--- src/kmb_pkg.sv ---
package kmb_pkg;

	// Default table depth
	localparam int ENTRIES_DEF = 8;

	// Field widths
	localparam int KEY_W  = 8;
	localparam int VAL_W  = 32;
	localparam int WORD_W = KEY_W + VAL_W;

	// Bus write key that selects the transmit key
	localparam logic [KEY_W-1:0] TX_SELECT_KEY = 8'hFF;

	// Request kinds carried in tuser
	typedef enum logic [1:0] {
		KIND_WRITE = 2'd0,
		KIND_READ  = 2'd1,
		KIND_ADD   = 2'd2,
		KIND_QUERY = 2'd3
	} kind_t;

endpackage

--- src/kmb_ram.sv ---
module kmb_ram #(
	parameter int WIDTH = kmb_pkg::WORD_W,
	parameter int DEPTH = kmb_pkg::ENTRIES_DEF,
	localparam int AW = (DEPTH > 1) ? $clog2(DEPTH) : 1
) (
	input  logic             clk,
	input  logic             we,
	input  logic [AW-1:0]    waddr,
	input  logic [WIDTH-1:0] wdata,
	input  logic [AW-1:0]    raddr,
	output logic [WIDTH-1:0] rdata
);

	logic [WIDTH-1:0] mem [DEPTH];

	// One write port, one registered read port
	always_ff @(posedge clk) begin
		if (we) begin
			mem[waddr] <= wdata;
		end
		rdata <= mem[raddr];
	end

endmodule

--- src/keyed_mailbox_bus_slave_top.sv ---
// Transmit key select and host add go from the accepted request to the result register and on
// to the output register; bus write, bus read and host query first scan the table one entry a
// cycle and stop at the first hit or after the last entry.
// One request at a time, set by the single key comparator and the table read port: the next is
// taken once the last result enters the output register, so a stalled result holds it off.
// Reset (arst_n low, asynchronous): valid bits, ring pointers, transmit key and error clear;
// table contents are left as they are and are never matched until written.
module keyed_mailbox_bus_slave_top #(
	parameter int ENTRIES = kmb_pkg::ENTRIES_DEF
) (
	input  logic        clk,
	input  logic        arst_n,
	// request side
	input  logic        s_tvalid,
	output logic        s_tready,
	input  logic [39:0] s_tdata,  // [7:0] key, [39:8] value
	input  logic [1:0]  s_tuser,  // [1:0] kind
	// result side
	output logic        m_tvalid,
	input  logic        m_tready,
	output logic [39:0] m_tdata,  // [7:0] out_key, [39:8] out_value
	output logic [1:0]  m_tuser   // [0] found, [1] error
);

	import kmb_pkg::*;

	localparam int IW = (ENTRIES > 1) ? $clog2(ENTRIES) : 1;
	localparam logic [IW-1:0] LAST = IW'(ENTRIES - 1);

	typedef enum logic [2:0] {
		ST_IDLE = 3'b001,
		ST_SCAN = 3'b010,
		ST_RESP = 3'b100
	} state_t;

	state_t state_q;

	logic [IW-1:0]      idx_q;
	logic [IW-1:0]      recv_pos_q;
	logic [IW-1:0]      send_pos_q;
	logic [ENTRIES-1:0] recv_valid_q;
	logic [ENTRIES-1:0] send_valid_q;
	logic [KEY_W-1:0]   transmit_key_q;
	logic               last_error_q;
	logic               m_valid_q;
	kind_t              kind_q;

	logic [KEY_W-1:0] key_q;
	logic [VAL_W-1:0] value_q;
	logic [KEY_W-1:0] look_key_q;
	logic [KEY_W-1:0] res_key_q;
	logic [VAL_W-1:0] res_val_q;
	logic             res_found_q;
	logic             res_err_q;
	logic [KEY_W-1:0] out_key_q;
	logic [VAL_W-1:0] out_val_q;
	logic             out_found_q;
	logic             out_err_q;

	// Request fields
	kind_t            kind_in;
	logic [KEY_W-1:0] key_in;
	logic [VAL_W-1:0] value_in;
	logic             accept;

	assign kind_in  = kind_t'(s_tuser[1:0]);
	assign key_in   = s_tdata[KEY_W-1:0];
	assign value_in = s_tdata[WORD_W-1:KEY_W];
	assign s_tready = (state_q == ST_IDLE);
	assign accept   = s_tvalid && s_tready;

	// Ring pointers advance before they are written
	logic [IW-1:0] recv_next;
	logic [IW-1:0] send_next;

	assign recv_next = (recv_pos_q == LAST) ? '0 : recv_pos_q + IW'(1);
	assign send_next = (send_pos_q == LAST) ? '0 : send_pos_q + IW'(1);

	// Table memories, word is {key, value}
	logic [IW-1:0]     rd_addr;
	logic [WORD_W-1:0] recv_rdata;
	logic [WORD_W-1:0] send_rdata;
	logic              recv_we;
	logic [IW-1:0]     recv_waddr;
	logic              send_we;

	// Prefetch the entry after the one being compared; entry 0 on accept
	assign rd_addr = (state_q == ST_SCAN && idx_q != LAST) ? idx_q + IW'(1) : '0;

	kmb_ram #(
		.WIDTH(WORD_W),
		.DEPTH(ENTRIES)
	) u_recv_ram (
		.clk  (clk),
		.we   (recv_we),
		.waddr(recv_waddr),
		.wdata({key_q, value_q}),
		.raddr(rd_addr),
		.rdata(recv_rdata)
	);

	kmb_ram #(
		.WIDTH(WORD_W),
		.DEPTH(ENTRIES)
	) u_send_ram (
		.clk  (clk),
		.we   (send_we),
		.waddr(send_next),
		.wdata({key_in, value_in}),
		.raddr(rd_addr),
		.rdata(send_rdata)
	);

	// Shared key comparator over the selected table
	logic [WORD_W-1:0] tbl_word;
	logic              tbl_valid;
	logic [VAL_W-1:0]  tbl_val;
	logic              hit;
	logic              scan_done;

	assign tbl_word  = (kind_q == KIND_READ) ? send_rdata : recv_rdata;
	assign tbl_valid = (kind_q == KIND_READ) ? send_valid_q[idx_q] : recv_valid_q[idx_q];
	assign tbl_val   = tbl_word[VAL_W-1:0];
	assign hit       = tbl_valid && (tbl_word[WORD_W-1:VAL_W] == look_key_q);
	assign scan_done = (state_q == ST_SCAN) && (hit || idx_q == LAST);

	assign recv_we    = scan_done && (kind_q == KIND_WRITE);
	assign recv_waddr = hit ? idx_q : recv_next;
	assign send_we    = accept && (kind_in == KIND_ADD);

	// Output register load
	logic out_load;

	assign out_load = (state_q == ST_RESP) && (!m_valid_q || m_tready);

	// Sequencer and control state
	always_ff @(posedge clk or negedge arst_n) begin
		if (!arst_n) begin
			state_q        <= ST_IDLE;
			idx_q          <= '0;
			recv_pos_q     <= '0;
			send_pos_q     <= '0;
			recv_valid_q   <= '0;
			send_valid_q   <= '0;
			transmit_key_q <= '0;
			last_error_q   <= 1'b0;
			m_valid_q      <= 1'b0;
			kind_q         <= KIND_WRITE;
		end else begin
			if (out_load) begin
				m_valid_q <= 1'b1;
			end else if (m_tready) begin
				m_valid_q <= 1'b0;
			end
			unique case (state_q)
				ST_IDLE: begin
					if (accept) begin
						kind_q <= kind_in;
						idx_q  <= '0;
						unique case (kind_in) inside
							KIND_WRITE: begin
								if (key_in == TX_SELECT_KEY) begin
									transmit_key_q <= value_in[KEY_W-1:0];
									state_q        <= ST_RESP;
								end else begin
									state_q <= ST_SCAN;
								end
							end
							KIND_ADD: begin
								send_pos_q              <= send_next;
								send_valid_q[send_next] <= 1'b1;
								state_q                 <= ST_RESP;
							end
							KIND_READ, KIND_QUERY: begin
								state_q <= ST_SCAN;
							end
							default: state_q <= ST_IDLE;
						endcase
					end
				end
				ST_SCAN: begin
					if (scan_done) begin
						state_q <= ST_RESP;
						if (kind_q == KIND_WRITE) begin
							recv_valid_q[recv_waddr] <= 1'b1;
							last_error_q             <= 1'b0;
							if (!hit) begin
								recv_pos_q <= recv_next;
							end
						end else if (kind_q == KIND_READ) begin
							last_error_q <= !hit;
						end
					end else begin
						idx_q <= idx_q + IW'(1);
					end
				end
				ST_RESP: begin
					if (out_load) begin
						state_q <= ST_IDLE;
					end
				end
				default: state_q <= ST_IDLE;
			endcase
		end
	end

	// Request and result payload
	always_ff @(posedge clk) begin
		if (accept) begin
			key_q       <= key_in;
			value_q     <= value_in;
			look_key_q  <= (kind_in == KIND_READ) ? transmit_key_q : key_in;
			// host add reports its own entry, the rest start from zero
			res_key_q   <= (kind_in == KIND_ADD) ? key_in : '0;
			res_val_q   <= (kind_in == KIND_ADD) ? value_in : '0;
			res_found_q <= 1'b0;
			res_err_q   <= last_error_q;
		end
		if (scan_done) begin
			case (kind_q)
				KIND_WRITE: begin
					res_key_q   <= key_q;
					res_val_q   <= value_q;
					res_found_q <= hit;
					res_err_q   <= 1'b0;
				end
				KIND_READ: begin
					res_key_q   <= hit ? look_key_q : '0;
					res_val_q   <= hit ? tbl_val : '0;
					res_found_q <= hit;
					res_err_q   <= !hit;
				end
				default: begin
					res_key_q   <= hit ? key_q : '0;
					res_val_q   <= hit ? tbl_val : '0;
					res_found_q <= hit;
					res_err_q   <= last_error_q;
				end
			endcase
		end
		if (out_load) begin
			out_key_q   <= res_key_q;
			out_val_q   <= res_val_q;
			out_found_q <= res_found_q;
			out_err_q   <= res_err_q;
		end
	end

	assign m_tvalid = m_valid_q;
	assign m_tdata  = {out_val_q, out_key_q};
	assign m_tuser  = {out_err_q, out_found_q};

	// Checks
	a_idx_range: assert property (@(posedge clk) disable iff (!arst_n)
		(state_q == ST_SCAN) |-> (idx_q <= LAST))
		else $error("scan index past last entry");

	a_leave_idle: assert property (@(posedge clk) disable iff (!arst_n)
		accept |=> (state_q != ST_IDLE))
		else $error("accepted request did not start work");

	a_load_from_resp: assert property (@(posedge clk) disable iff (!arst_n)
		$rose(m_valid_q) |-> $past(state_q == ST_RESP))
		else $error("result shown without a finished request");

	a_write_sets_valid: assert property (@(posedge clk) disable iff (!arst_n)
		recv_we |=> recv_valid_q[$past(recv_waddr)])
		else $error("receive entry written but not marked valid");

endmodule

--- config.mk ---
export PLATFORM = sky130hd
export DESIGN_NAME = keyed_mailbox_bus_slave_top
export DESIGN_NICKNAME = d
export VERILOG_FILES = /design/src/kmb_pkg.sv /design/src/kmb_ram.sv /design/src/keyed_mailbox_bus_slave_top.sv
export SDC_FILE = /design/constraint.sdc
export NUM_CORES = 1
export LEC_CHECK = 0
export CAP_MARGIN = 20
export CORE_UTILIZATION = 55
export DETAILED_ROUTE_END_ITERATION = 12
export DONT_BUFFER_PORTS = 1
export HOLD_SLACK_MARGIN = 0.15
export PLACE_DENSITY_LB_ADDON = 0.1
export SLEW_MARGIN = 20
export SYNTH_ARGS = -nofsm -noshare
export SYNTH_HDL_FRONTEND = slang
export SYNTH_SLANG_ARGS = --single-unit
--- constraint.sdc ---
create_clock -name clk -period 6.9 [get_ports clk]
set_input_delay 1.38 -clock clk [delete_from_list [all_inputs] [get_ports clk]]
set_output_delay 1.38 -clock clk [all_outputs]
set_load 0.005 [all_outputs]
==> results of run 1 <==
## cell usage in the layout (no fill, tap or decap), drive strengths merged, types with 11 or more instances in the layout
cell    instances
nor3          205
a221o          33
a21oi          82
nand4          11
nand2b         14
dfxtp          80
edfxtp        772
clkbuf        115
a22oi          32
mux2           25
o21ai         165
nand2         266
nor2           99
clkinv         27
buf            43
inv            29
mux4           84
dfrtp          39
## layer usage
metal	GRT usage [%]	part of all wire, %
met1	38.3	45
met4	7.34	2.1
met5	0	0
met2	39.1	46
met3	4.68	6.8
## cells by family (layout without fill, tap and decap cells)
| family | Yosys count | after routing |
|---|---|---|
| flops | 892 | 892 |
| simple gates | 625 | 625 |
| compound gates | 356 | 356 |
| buf+inv | 162 | 228 |
| mux | 115 | 115 |
| fa+ha+maj | 6 | 6 |
| xor+xnor | 5 | 5 |
| other cells | 0 | 1 |
## power by group through the flow
stage	combinational (mW)	sequential, mW	clock, mW
floorplan	0.916	6.70	0
global placement	1.20	6.93	0
detailed placement	1.24	6.93	0
CTS	1.24	6.83	4.88
global route	1.36	6.87	5.07
finish	1.24	6.84	4.81
## cell usage after synthesis (all sizes together), types with 2 or more instances
library cell,count,area [µm²]
o31ai,10,75.1
a31oi,2,12.5
a221o,33,330
o22a,3,26.3
mux2i,6,60.1
nand2,266,998
a21boi,2,18.8
o22ai,2,12.5
nor3b,2,15.0
o221ai,8,70.1
a22oi,32,240
o21ai,165,826
buf,38,200
o2111ai,4,35.0
xnor2,5,43.8
a41oi,3,26.3
dfrtp,39,976
a41o,2,20.0
nand3,6,30.0
clkbuf,98,368
edfxtp,772,23200
or2,8,50.1
nor2,99,374
ha,6,75.1
nand4,11,75.1
nor2b,8,50.1
nand2b,14,87.6
nor3,205,1030
o211ai,2,15.0
mux4,84,1890
a21oi,82,410
mux2,25,282
dfxtp,80,1600
inv,26,97.6
## layout make-up
class	count	area, µm²	area share [%]
inverter	26	97.6	0.259
tap	782	978	2.60
sequential	892	25800	68.5
multi-input combinational	1107	7490	19.9
timing repair buffer	43	368	0.978
clock inverter	44	514	1.37
clock buffer	115	2380	6.34
antenna	1	2.50	0.00665
## final timing paths
check	start	endpoint	slack (ns)
max reg2reg	state_q[0]$_DFFE_PN1P_	u_send_ram.mem[5][18]$_DFFE_PP_	2.50
min reg2reg	res_val_q[17]$_DFFE_PP_	out_val_q[17]$_DFFE_PP_	0.42
min	res_val_q[17]$_DFFE_PP_	out_val_q[17]$_DFFE_PP_	0.42
max	state_q[0]$_DFFE_PN1P_	u_send_ram.mem[5][18]$_DFFE_PP_	2.50
max in group asynchronous	arst_n	state_q[0]$_DFFE_PN1P_	6.28
min in group asynchronous	arst_n	send_pos_q[1]$_DFFE_PN0P_	0.44
## state kept, by name, indices dropped and copies added, names as in the netlist, 32 cells and up
register,cells
out_val_q,32
u_recv_ram.rdata,40
res_val_q,32
u_recv_ram.mem,320
u_send_ram.rdata,40
u_send_ram.mem,320
value_q,32
## per-stage QoR
stage | utilization (%) | setup WS (ns) | hold slack (ns) | power, mW
2_1_floorplan | - | 0.396 | 0.400 | 7.62
3_3_place_gp | 57.4 | 2.36 | 0.403 | 8.12
3_5_place_dp | 57.4 | 2.31 | 0.405 | 8.17
4_1_cts | 62.2 | 2.51 | 0.410 | 12.9
5_1_grt | 62.2 | 2.19 | 0.420 | 13.3
6_report | 62.2 | 2.50 | 0.417 | 12.9
==> summary.md, run 1 <==
| Metric | Value |
|---|---|
| Status | finished clean |
| Psw | approximately 3.2 mW |
| Final setup violation count | 0 |
| Max-cap viol count | 0 |
| Post-Synth Adder-Cell Area | less than 1% |
| Post-Route WL | just under 80000 µm |
| F_max | 227 MHz |
| Vias in the first global route | around 18000 |
| Synth Area in Compound Gates | under 10% |
| Avg Cell Area, Syn | between 15 and 20 µm² |
| Layout cells sized above 1 | 14.5% |
| Cts hold-fix bufs | 0 |
| Area delta synth->final | 11.4% |
| Placed insts | 2850 |
| Placed instance area | between 0.03 and 0.04 mm² |
| H-tree depth | 3 |
| Post-CTS sizing | 0 |
| Fin crit share | between 60 and 70% |
| DR iter-0 viols | 2003 |
| Io pins | 90 |
| Gr usage total | 25.7% |
| Ys async rst share | around 4.5% |
| Later-pin clock latency in the skew report | approximately 0.63 ns |
| Mux cell area share after synthesis | 6.62% |
| Initial antenna violation count | 3 |
| Cell area after layout | 0.0376 mm² |
| Sequential Power Share | 53.1% |
| Most used DFF post-synth | edfxtp_1 |
| Die Width | 250 µm |
| Min Tclk post-route | around 4.4 ns |
| Hold-critical path depth | 0 |
| Die area | between 0.06 and 0.07 mm² |
| Setup TNS | 0 ns |
| CTS tree | yes |
| Crit-path leading delay family | simple AND/OR/NAND/NOR gates |
| Synth Area in XOR/XNOR | less than 1% |
| Non-filler cells, final | 3010 |
| Placer Congestion | 0.862 |
| Vias | around 19000 |
| Final Skew | about 0.018 ns |
| Synth Area in Simple Gates | between 8 and 9% |
| Row count | 90 |
| DRC | 0 |
| Largest family of logic cells by synthesized area | simple AND/OR/NAND/NOR gates |
| Drt first pass iters | 5 |
| CP Cell Sequence | nor3b_1 -> nand2_1 -> inv_2 -> buf_4 -> nand2_1 -> or3_1 -> nor2_4 -> buf_4 |
| CTS max path bufs | 3 |
| GRT overflow | 0 |
| RSZ-0062 raised after global routing | false |
| First-pass GRT wire length | 118000 µm |
| Fin. Hold Viols | 0 |
| Synthesized instance count | ~2200 |
| Drt via density | 6.18 |
| Root Driver | clkbuf_16 |
| Post-synth EDFFs | 772 |
| Largest net degree at the start of global routing | 95 |
| Slew @ Worst Pin | approximately 1.1 ns |
| Switching share of power | 24.8% |
| Worst R2R Path Depth | 8 |
| I/O Buffers | 0 |
| Clock sink count | between 800 and 900 |
| Wire per inst | around 26 µm |
| Num CTS Buffers | 86 |
| Sequential area share after synthesis | 76.4% |
| CP max stage cell | buf_4 |
| Synth Cell Area | 0.0338 mm² |
| Die height | about 250 µm |
| Critical path required time | just over 7 ns |
| CP startpoint kind | flop |
| Synth warn | 0 |
| Worst slew margin | 28.2% |
| Int Power | just under 10 mW |
| Clock power frac | a little under two fifths |
| Fill cell count | approximately 4400 |
| Max incr delay on CP | slightly above 0.6 ns |
| WS Path Type | flop to flop |
| Final Max Tran Viols | 0 |
| Yosys cell types | 54 |
| Setup bufs post-CTS | 0 |
| Arr. time, crit path | roughly 4.7 ns |
| PD cells | roughly 340 mW/mm² |
| Stages on worst setup path | 8 |
| FF+latch count, synth | about 900 |
| Buf+Inv Stages, Crit Path | 3 |
| CORE AREA | between 0.06 and 0.07 mm² |
| CP endpoint kind | flop |
| Pleak | about 13 nW |
| Comb pwr share | about a tenth |
| Starting Density | between 50 and 60% |
| CP max FO | 53 |
| Worst Hold Class | flop to flop |
| Detailed Place HPWL | between 40000 and 50000 µm |
| Nets | 2208 |
| Worst IR drop on VDD | approximately 0.24 mV |
| Post-synth net total | ~2200 |
| ANT nets after route | 0 |
| CTS clk-pin slew, worst paths | ~0.06 ns |
Note: power is estimated with default switching activity, not from simulation.
==> run 2, diff against run 1 <==
==> constraint.sdc (replaced) <==
create_clock -name clk -period 4.6 [get_ports clk]
set_input_delay 0.92 -clock clk [delete_from_list [all_inputs] [get_ports clk]]
set_output_delay 0.92 -clock clk [all_outputs]
set_load 0.005 [all_outputs]
==> summary.md, run 2 (synthesis results as in run 1) <==
| Metric | Value |
|---|---|
| Status | finished clean |
| Max-cap viol count | 0 |
| RSZ-0062 raised after global routing | false |
| Setup bufs post-CTS | 0 |
| Most frequent cells in the layout | 772 x edfxtp_1, 263 x nand2_1, 195 x nor3_1, 163 x o21ai_0 |
| CTS clk-pin slew, worst paths | ~0.060 ns |
| Most common cell after layout, fill and taps aside | edfxtp_1 |
| CP Cell Sequence | nor2b_4 -> o2111ai_1 -> o22a_1 -> nor4_1 -> a31oi_1 -> nor3_4 -> buf_4 |
| CP max FO | 31 |
| H-tree depth | 3 |
| Largest net degree at the start of global routing | 161 |
| Regs by FF count | u_recv_ram.mem (320), u_send_ram.mem (320) |
| Hold WS | between 0.3 and 0.4 ns |
| DRC | 0 |
| Fin crit share | 86.2% |
| Final worst slack | roughly 0.63 ns |
| Io pins | 90 |
| F_max | approximately 250 MHz |
| Psw | around 4.8 mW |
| Critical path required time | between 4 and 5 ns |
| Final Skew | 0.0277 ns |
| Worst slew margin | a little under a quarter |
| Pleak | about 13 nW |
| Max incr delay on CP | ~0.74 ns |
| Wire per inst | between 20 and 30 µm |
| Pwr Total | about 20 mW |
| PD cells | 517 mW/mm² |
| Drt first pass iters | 7 |
| Starting Density | 55.8% |
| Switching share of power | 24.4% |
| Min Tclk post-route | slightly below 4 ns |
| CTS max path bufs | 3 |
| Post-Route WL | 76100 µm |
| Worst IR drop on VDD | 0.344 mV |
| I/O Buffers | 0 |
| Arr. time, crit path | roughly 4.2 ns |
| Vias | 18600 |
| Layout cells sized above 1 | between 10% and 20% |
| Comb pwr share | between 10 and 15% |
| Worst Hold Class | input port to flop |
| Crit-path leading delay family | simple AND/OR/NAND/NOR gates |
| CP startpoint kind | flop |
| CTS tree | yes |
| Gr usage total | between 20% and 30% |
| Initial antenna violation count | 0 |
| Vias in the first global route | 18800 |
| Die area | between 0.06 and 0.07 mm² |
| Setup TNS | 0 ns |
| Clock sink count | about 890 |
| CP max stage cell | nor2b_4 |
| GRT overflow | 0 |
| Drt via density | approximately 6.2 |
| Slew @ Worst Pin | around 1.1 ns |
| Num CTS Buffers | a little under 90 |
| CORE AREA | 0.0605 mm² |
| Int Power | between 10 and 15 mW |
| First-pass GRT wire length | around 120000 µm |
| Fill cell count | around 4300 |
| ANT nets after route | 0 |
| Final Max Tran Viols | 0 |
| Root Driver | clkbuf_16 |
| Placer Congestion | a little over 0.8 |
| CP endpoint kind | flop |
| Later-pin clock latency in the skew report | 0.64 ns |
| Post-CTS sizing | 0 |
| Detailed Place HPWL | roughly 41000 µm |
| Cts hold-fix bufs | 2 |
| Die Width | roughly 250 µm |
| Area delta synth->final | 12.6% |
| Buf+Inv Stages, Crit Path | 1 |
| Fin. Hold Viols | 0 |
| Ant diodes | 0 |
| Nets | between 2000 and 2500 |
| Sequential Power Share | just over 50% |
| Final setup violation count | 0 |
| DR iter-0 viols | roughly 1800 |
| WS Path Type | flop to flop |
| Dpl ws | 0.770 ns |
| Row count | 90 |
| Clock power frac | about two fifths |
| Die height | 250 µm |
==> run 2: layout make-up <==
type	count	area, µm²	area share [%]
Clock buffer	128	2560	6.73
Clock inverter	37	497	1.31
Inverter	26	97.6	0.257
Multi-Input combinational cell	1107	7520	19.8
Sequential cell	892	25800	67.9
Tap cell	782	978	2.57
Timing Repair Buffer	50	566	1.49
==> run 2: path summary, 6_finish.rpt <==
kind | startpoint | to | slack [ns] | cells past startpoint
max reg2reg | kind_q[1]$_DFFE_PN0P_ | u_recv_ram.mem[3][22]$_DFFE_PP_ | 0.63 | 7
max | kind_q[1]$_DFFE_PN0P_ | u_recv_ram.mem[3][22]$_DFFE_PP_ | 0.63 | 7
min | s_tdata[6] | u_send_ram.mem[5][38]$_DFFE_PP_ | 0.37 | 0
min in group asynchronous | arst_n | transmit_key_q[2]$_DFFE_PN0P_ | 0.75 | 2
max in group asynchronous | arst_n | state_q[0]$_DFFE_PN1P_ | 3.58 | 2
min reg2reg | res_val_q[14]$_DFFE_PP_ | out_val_q[14]$_DFFE_PP_ | 0.42 | 0
==> run 2: power by group through the flow <==
stage,Clock (mW),Combinational (mW),Sequential [mW]
floorplan,0,1.41,10.0
global placement,0,1.92,10.3
detailed placement,0,1.96,10.3
CTS,7.63,1.99,10.2
global route,7.92,2.15,10.2
finish,7.50,1.98,10.2
==> run 2: stage by stage <==
stage	area, µm²	util [%]	std cells
after floorplan	33800	-	2161
after global placement	34900	57.8	2855
after detailed placement	34900	57.8	2855
after CTS	38000	62.8	3022
after global routing	38000	62.8	3022
final	38000	62.8	3022
==> run 2: routing by layer <==
metal,share of wire (%),up-vias,GRT usage [%]
met5,0,-,0
li1,-,8304,-
met2,48,674,39.6
met1,43,9524,35.5
met4,2.0,0,7.57
met3,6.9,98,4.09
==> run 3, diff against run 2 <==
==> constraint.sdc (replaced) <==
create_clock -name clk -period 4.06 [get_ports clk]
set_input_delay 0.812 -clock clk [delete_from_list [all_inputs] [get_ports clk]]
set_output_delay 0.812 -clock clk [all_outputs]
set_load 0.005 [all_outputs]
==> summary.md, run 3 (synthesis results as in run 1) <==
| Metric | Value |
|---|---|
| Pwr Total | roughly 22 mW |
| Worst IR drop on VDD | about 0.54 mV |
| Vias in the first global route | approximately 19000 |
| Setup bufs post-CTS | 0 |
| Post-Route WL | roughly 78000 µm |
| WS Path Type | flop to flop |
| Largest net degree at the start of global routing | 161 |
| Starting Density | a little under three fifths |
| Die area | between 0.06 and 0.07 mm² |
| Area delta synth->final | 12.8% |
| Cell area after layout | approximately 0.038 mm² |
| Wire per inst | about 26 µm |
| Highest routed layer | met4 |
| Post-CTS sizing | 0 |
| Later-pin clock latency in the skew report | between 0.6 and 0.7 ns |
| Pleak | 13.1 nW |
| Die Width | 250 µm |
| CTS tree | yes |
| Critical path required time | between 4 and 5 ns |
| CP max stage cell | or3b_2 |
| DR iter-0 viols | between 1500 and 2000 |
| Drt via density | 6.17 |
| Final Max Tran Viols | 0 |
| Cell with the most instances on the worst path | buf_4 |
| Worst slew margin | between 20% and 30% |
| I/O Buffers | 0 |
| CORE AREA | slightly above 0.06 mm² |
| Worst Hold Class | input port to flop |
| Arr. time, crit path | 3.90 ns |
| Nets | 2233 |
| Root Driver | clkbuf_16 |
| Final setup violation count | 0 |
| Status | finished clean |
| Most common cell after layout, fill and taps aside | edfxtp_1 |
| Io pins | 90 |
| Placer Congestion | a little over 0.8 |
| Cts hold-fix bufs | 2 |
| Multi-input logic area | 0.00752 mm² |
| Max-cap viol count | 0 |
| Fill cell count | approximately 4300 |
| Layout cells sized above 1 | about 15% |
| R2r setup slk | between 0.7 and 0.8 ns |
| Final Skew | between 0.02 and 0.025 ns |
| ANT nets after route | 0 |
| Min Tclk post-route | between 3 and 4 ns |
| DRC | 0 |
| First-pass GRT wire length | about 120000 µm |
| Die height | between 200 and 250 µm |
| Total area of sequential cells | 0.0258 mm² |
| Most frequent cells in the layout | 772 x edfxtp_1, 263 x nand2_1, 195 x nor3_1, 163 x o21ai_0, 92 x clkbuf_16 |
| Initial antenna violation count | 0 |
| Non-filler cells, final | between 3000 and 4000 |
| Regs by FF count | u_recv_ram.mem (320), u_send_ram.mem (320) |
| Num CTS Buffers | approximately 90 |
| CP startpoint kind | flop |
| H-tree depth | 3 |
| Slew @ Worst Pin | approximately 1.1 ns |
| CTS max path bufs | 3 |
| Clock sink count | between 800 and 900 |
| Drt first pass iters | 5 |
| RSZ-0062 raised after global routing | false |
| GRT overflow | 0 |
| Row count | 90 |
| CP Cell Sequence | or3b_2 -> nor2_1 -> nand2_4 -> buf_4 -> buf_4 -> nor3_1 -> a21oi_1 -> o21ai_0 |
| Buf+Inv Stages, Crit Path | 2 |
| Placed insts | ~2900 |
| Setup TNS | 0 ns |
| Metal2 WL | 35900 µm |
| Vias | roughly 19000 |
| Crit-path leading delay family | simple AND/OR/NAND/NOR gates |
| Detailed Place HPWL | just over 40000 µm |
| Placed instance area | ~0.035 mm² |
| PD cells | 571 mW/mm² |
| Metal3 WL | ~5800 µm |
| Max incr delay on CP | slightly above 0.8 ns |
| F_max | between 200 and 300 MHz |
| Fin. Hold Viols | 0 |
| Fin crit share | 82.7% |
| CP endpoint kind | flop |
| CTS clk-pin slew, worst paths | 0.06 ns |
| CP max FO | 29 |
| Gr usage total | between 20% and 30% |
| Dpl ws | 0.716 ns |
| Routed met1 length | 34100 µm |
| Final worst slack | about 0.7 ns |
## run 3: path summary, 6_finish.rpt
kind / startpoint / to / depth (start not counted)
max: state_q[2]$_DFFE_PN0P_ / u_send_ram.rdata[0]$_DFF_P_ / 8
min: s_tdata[30] / u_send_ram.mem[0][22]$_DFFE_PP_ / 0
max reg2reg: state_q[2]$_DFFE_PN0P_ / u_send_ram.rdata[0]$_DFF_P_ / 8
min reg2reg: res_val_q[8]$_DFFE_PP_ / out_val_q[8]$_DFFE_PP_ / 0
max in group asynchronous: arst_n / state_q[0]$_DFFE_PN1P_ / 2
min in group asynchronous: arst_n / send_pos_q[1]$_DFFE_PN0P_ / 2
## run 3: cell type report
class / count / area share, %
antenna: 1 / 0.00657
clock buffer: 128 / 6.58
clock inverter: 37 / 0.900
inverter: 26 / 0.266
multi-input combinational: 1107 / 19.8
sequential: 892 / 67.7
tap: 782 / 2.57
timing repair buffer: 65 / 2.21
## run 3: per-stage QoR
step                      hold slack [ns]  utilization, %
final                               0.280            63.0
after global routing                0.253            63.0
after CTS                           0.241            63.0
after detailed placement            0.405            58.2
after global placement              0.401            58.2
after floorplan                     0.400               -
## run 3: report_power, final
| part | total (mW) | leakage (nW) | internal (mW) | switching [mW] |
|---|---|---|---|---|
| combinational | 2.29 | 3.55 | 0.801 | 1.49 |
| clock | 7.98 | 1.38 | 4.67 | 3.31 |
| sequential | 11.5 | 8.20 | 10.9 | 0.560 |
| total | 21.7 | 13.1 | 16.4 | 5.35 |
## run 3: worst register-to-register path, delay by kind of cell, from the launching register on
kind / cells / cell delay, ns
compound gates: 2 / 0.21
buf+inv: 2 / 0.57
flops: 1 / 0.43
simple gates: 4 / 2.08
## run 3: layer usage
layer  global-route usage (%)  up-vias
li1                         -     8327
met1                     37.5     9596
met2                     38.9      712
met3                     3.99      103
met4                     8.31        0
met5                        0        -
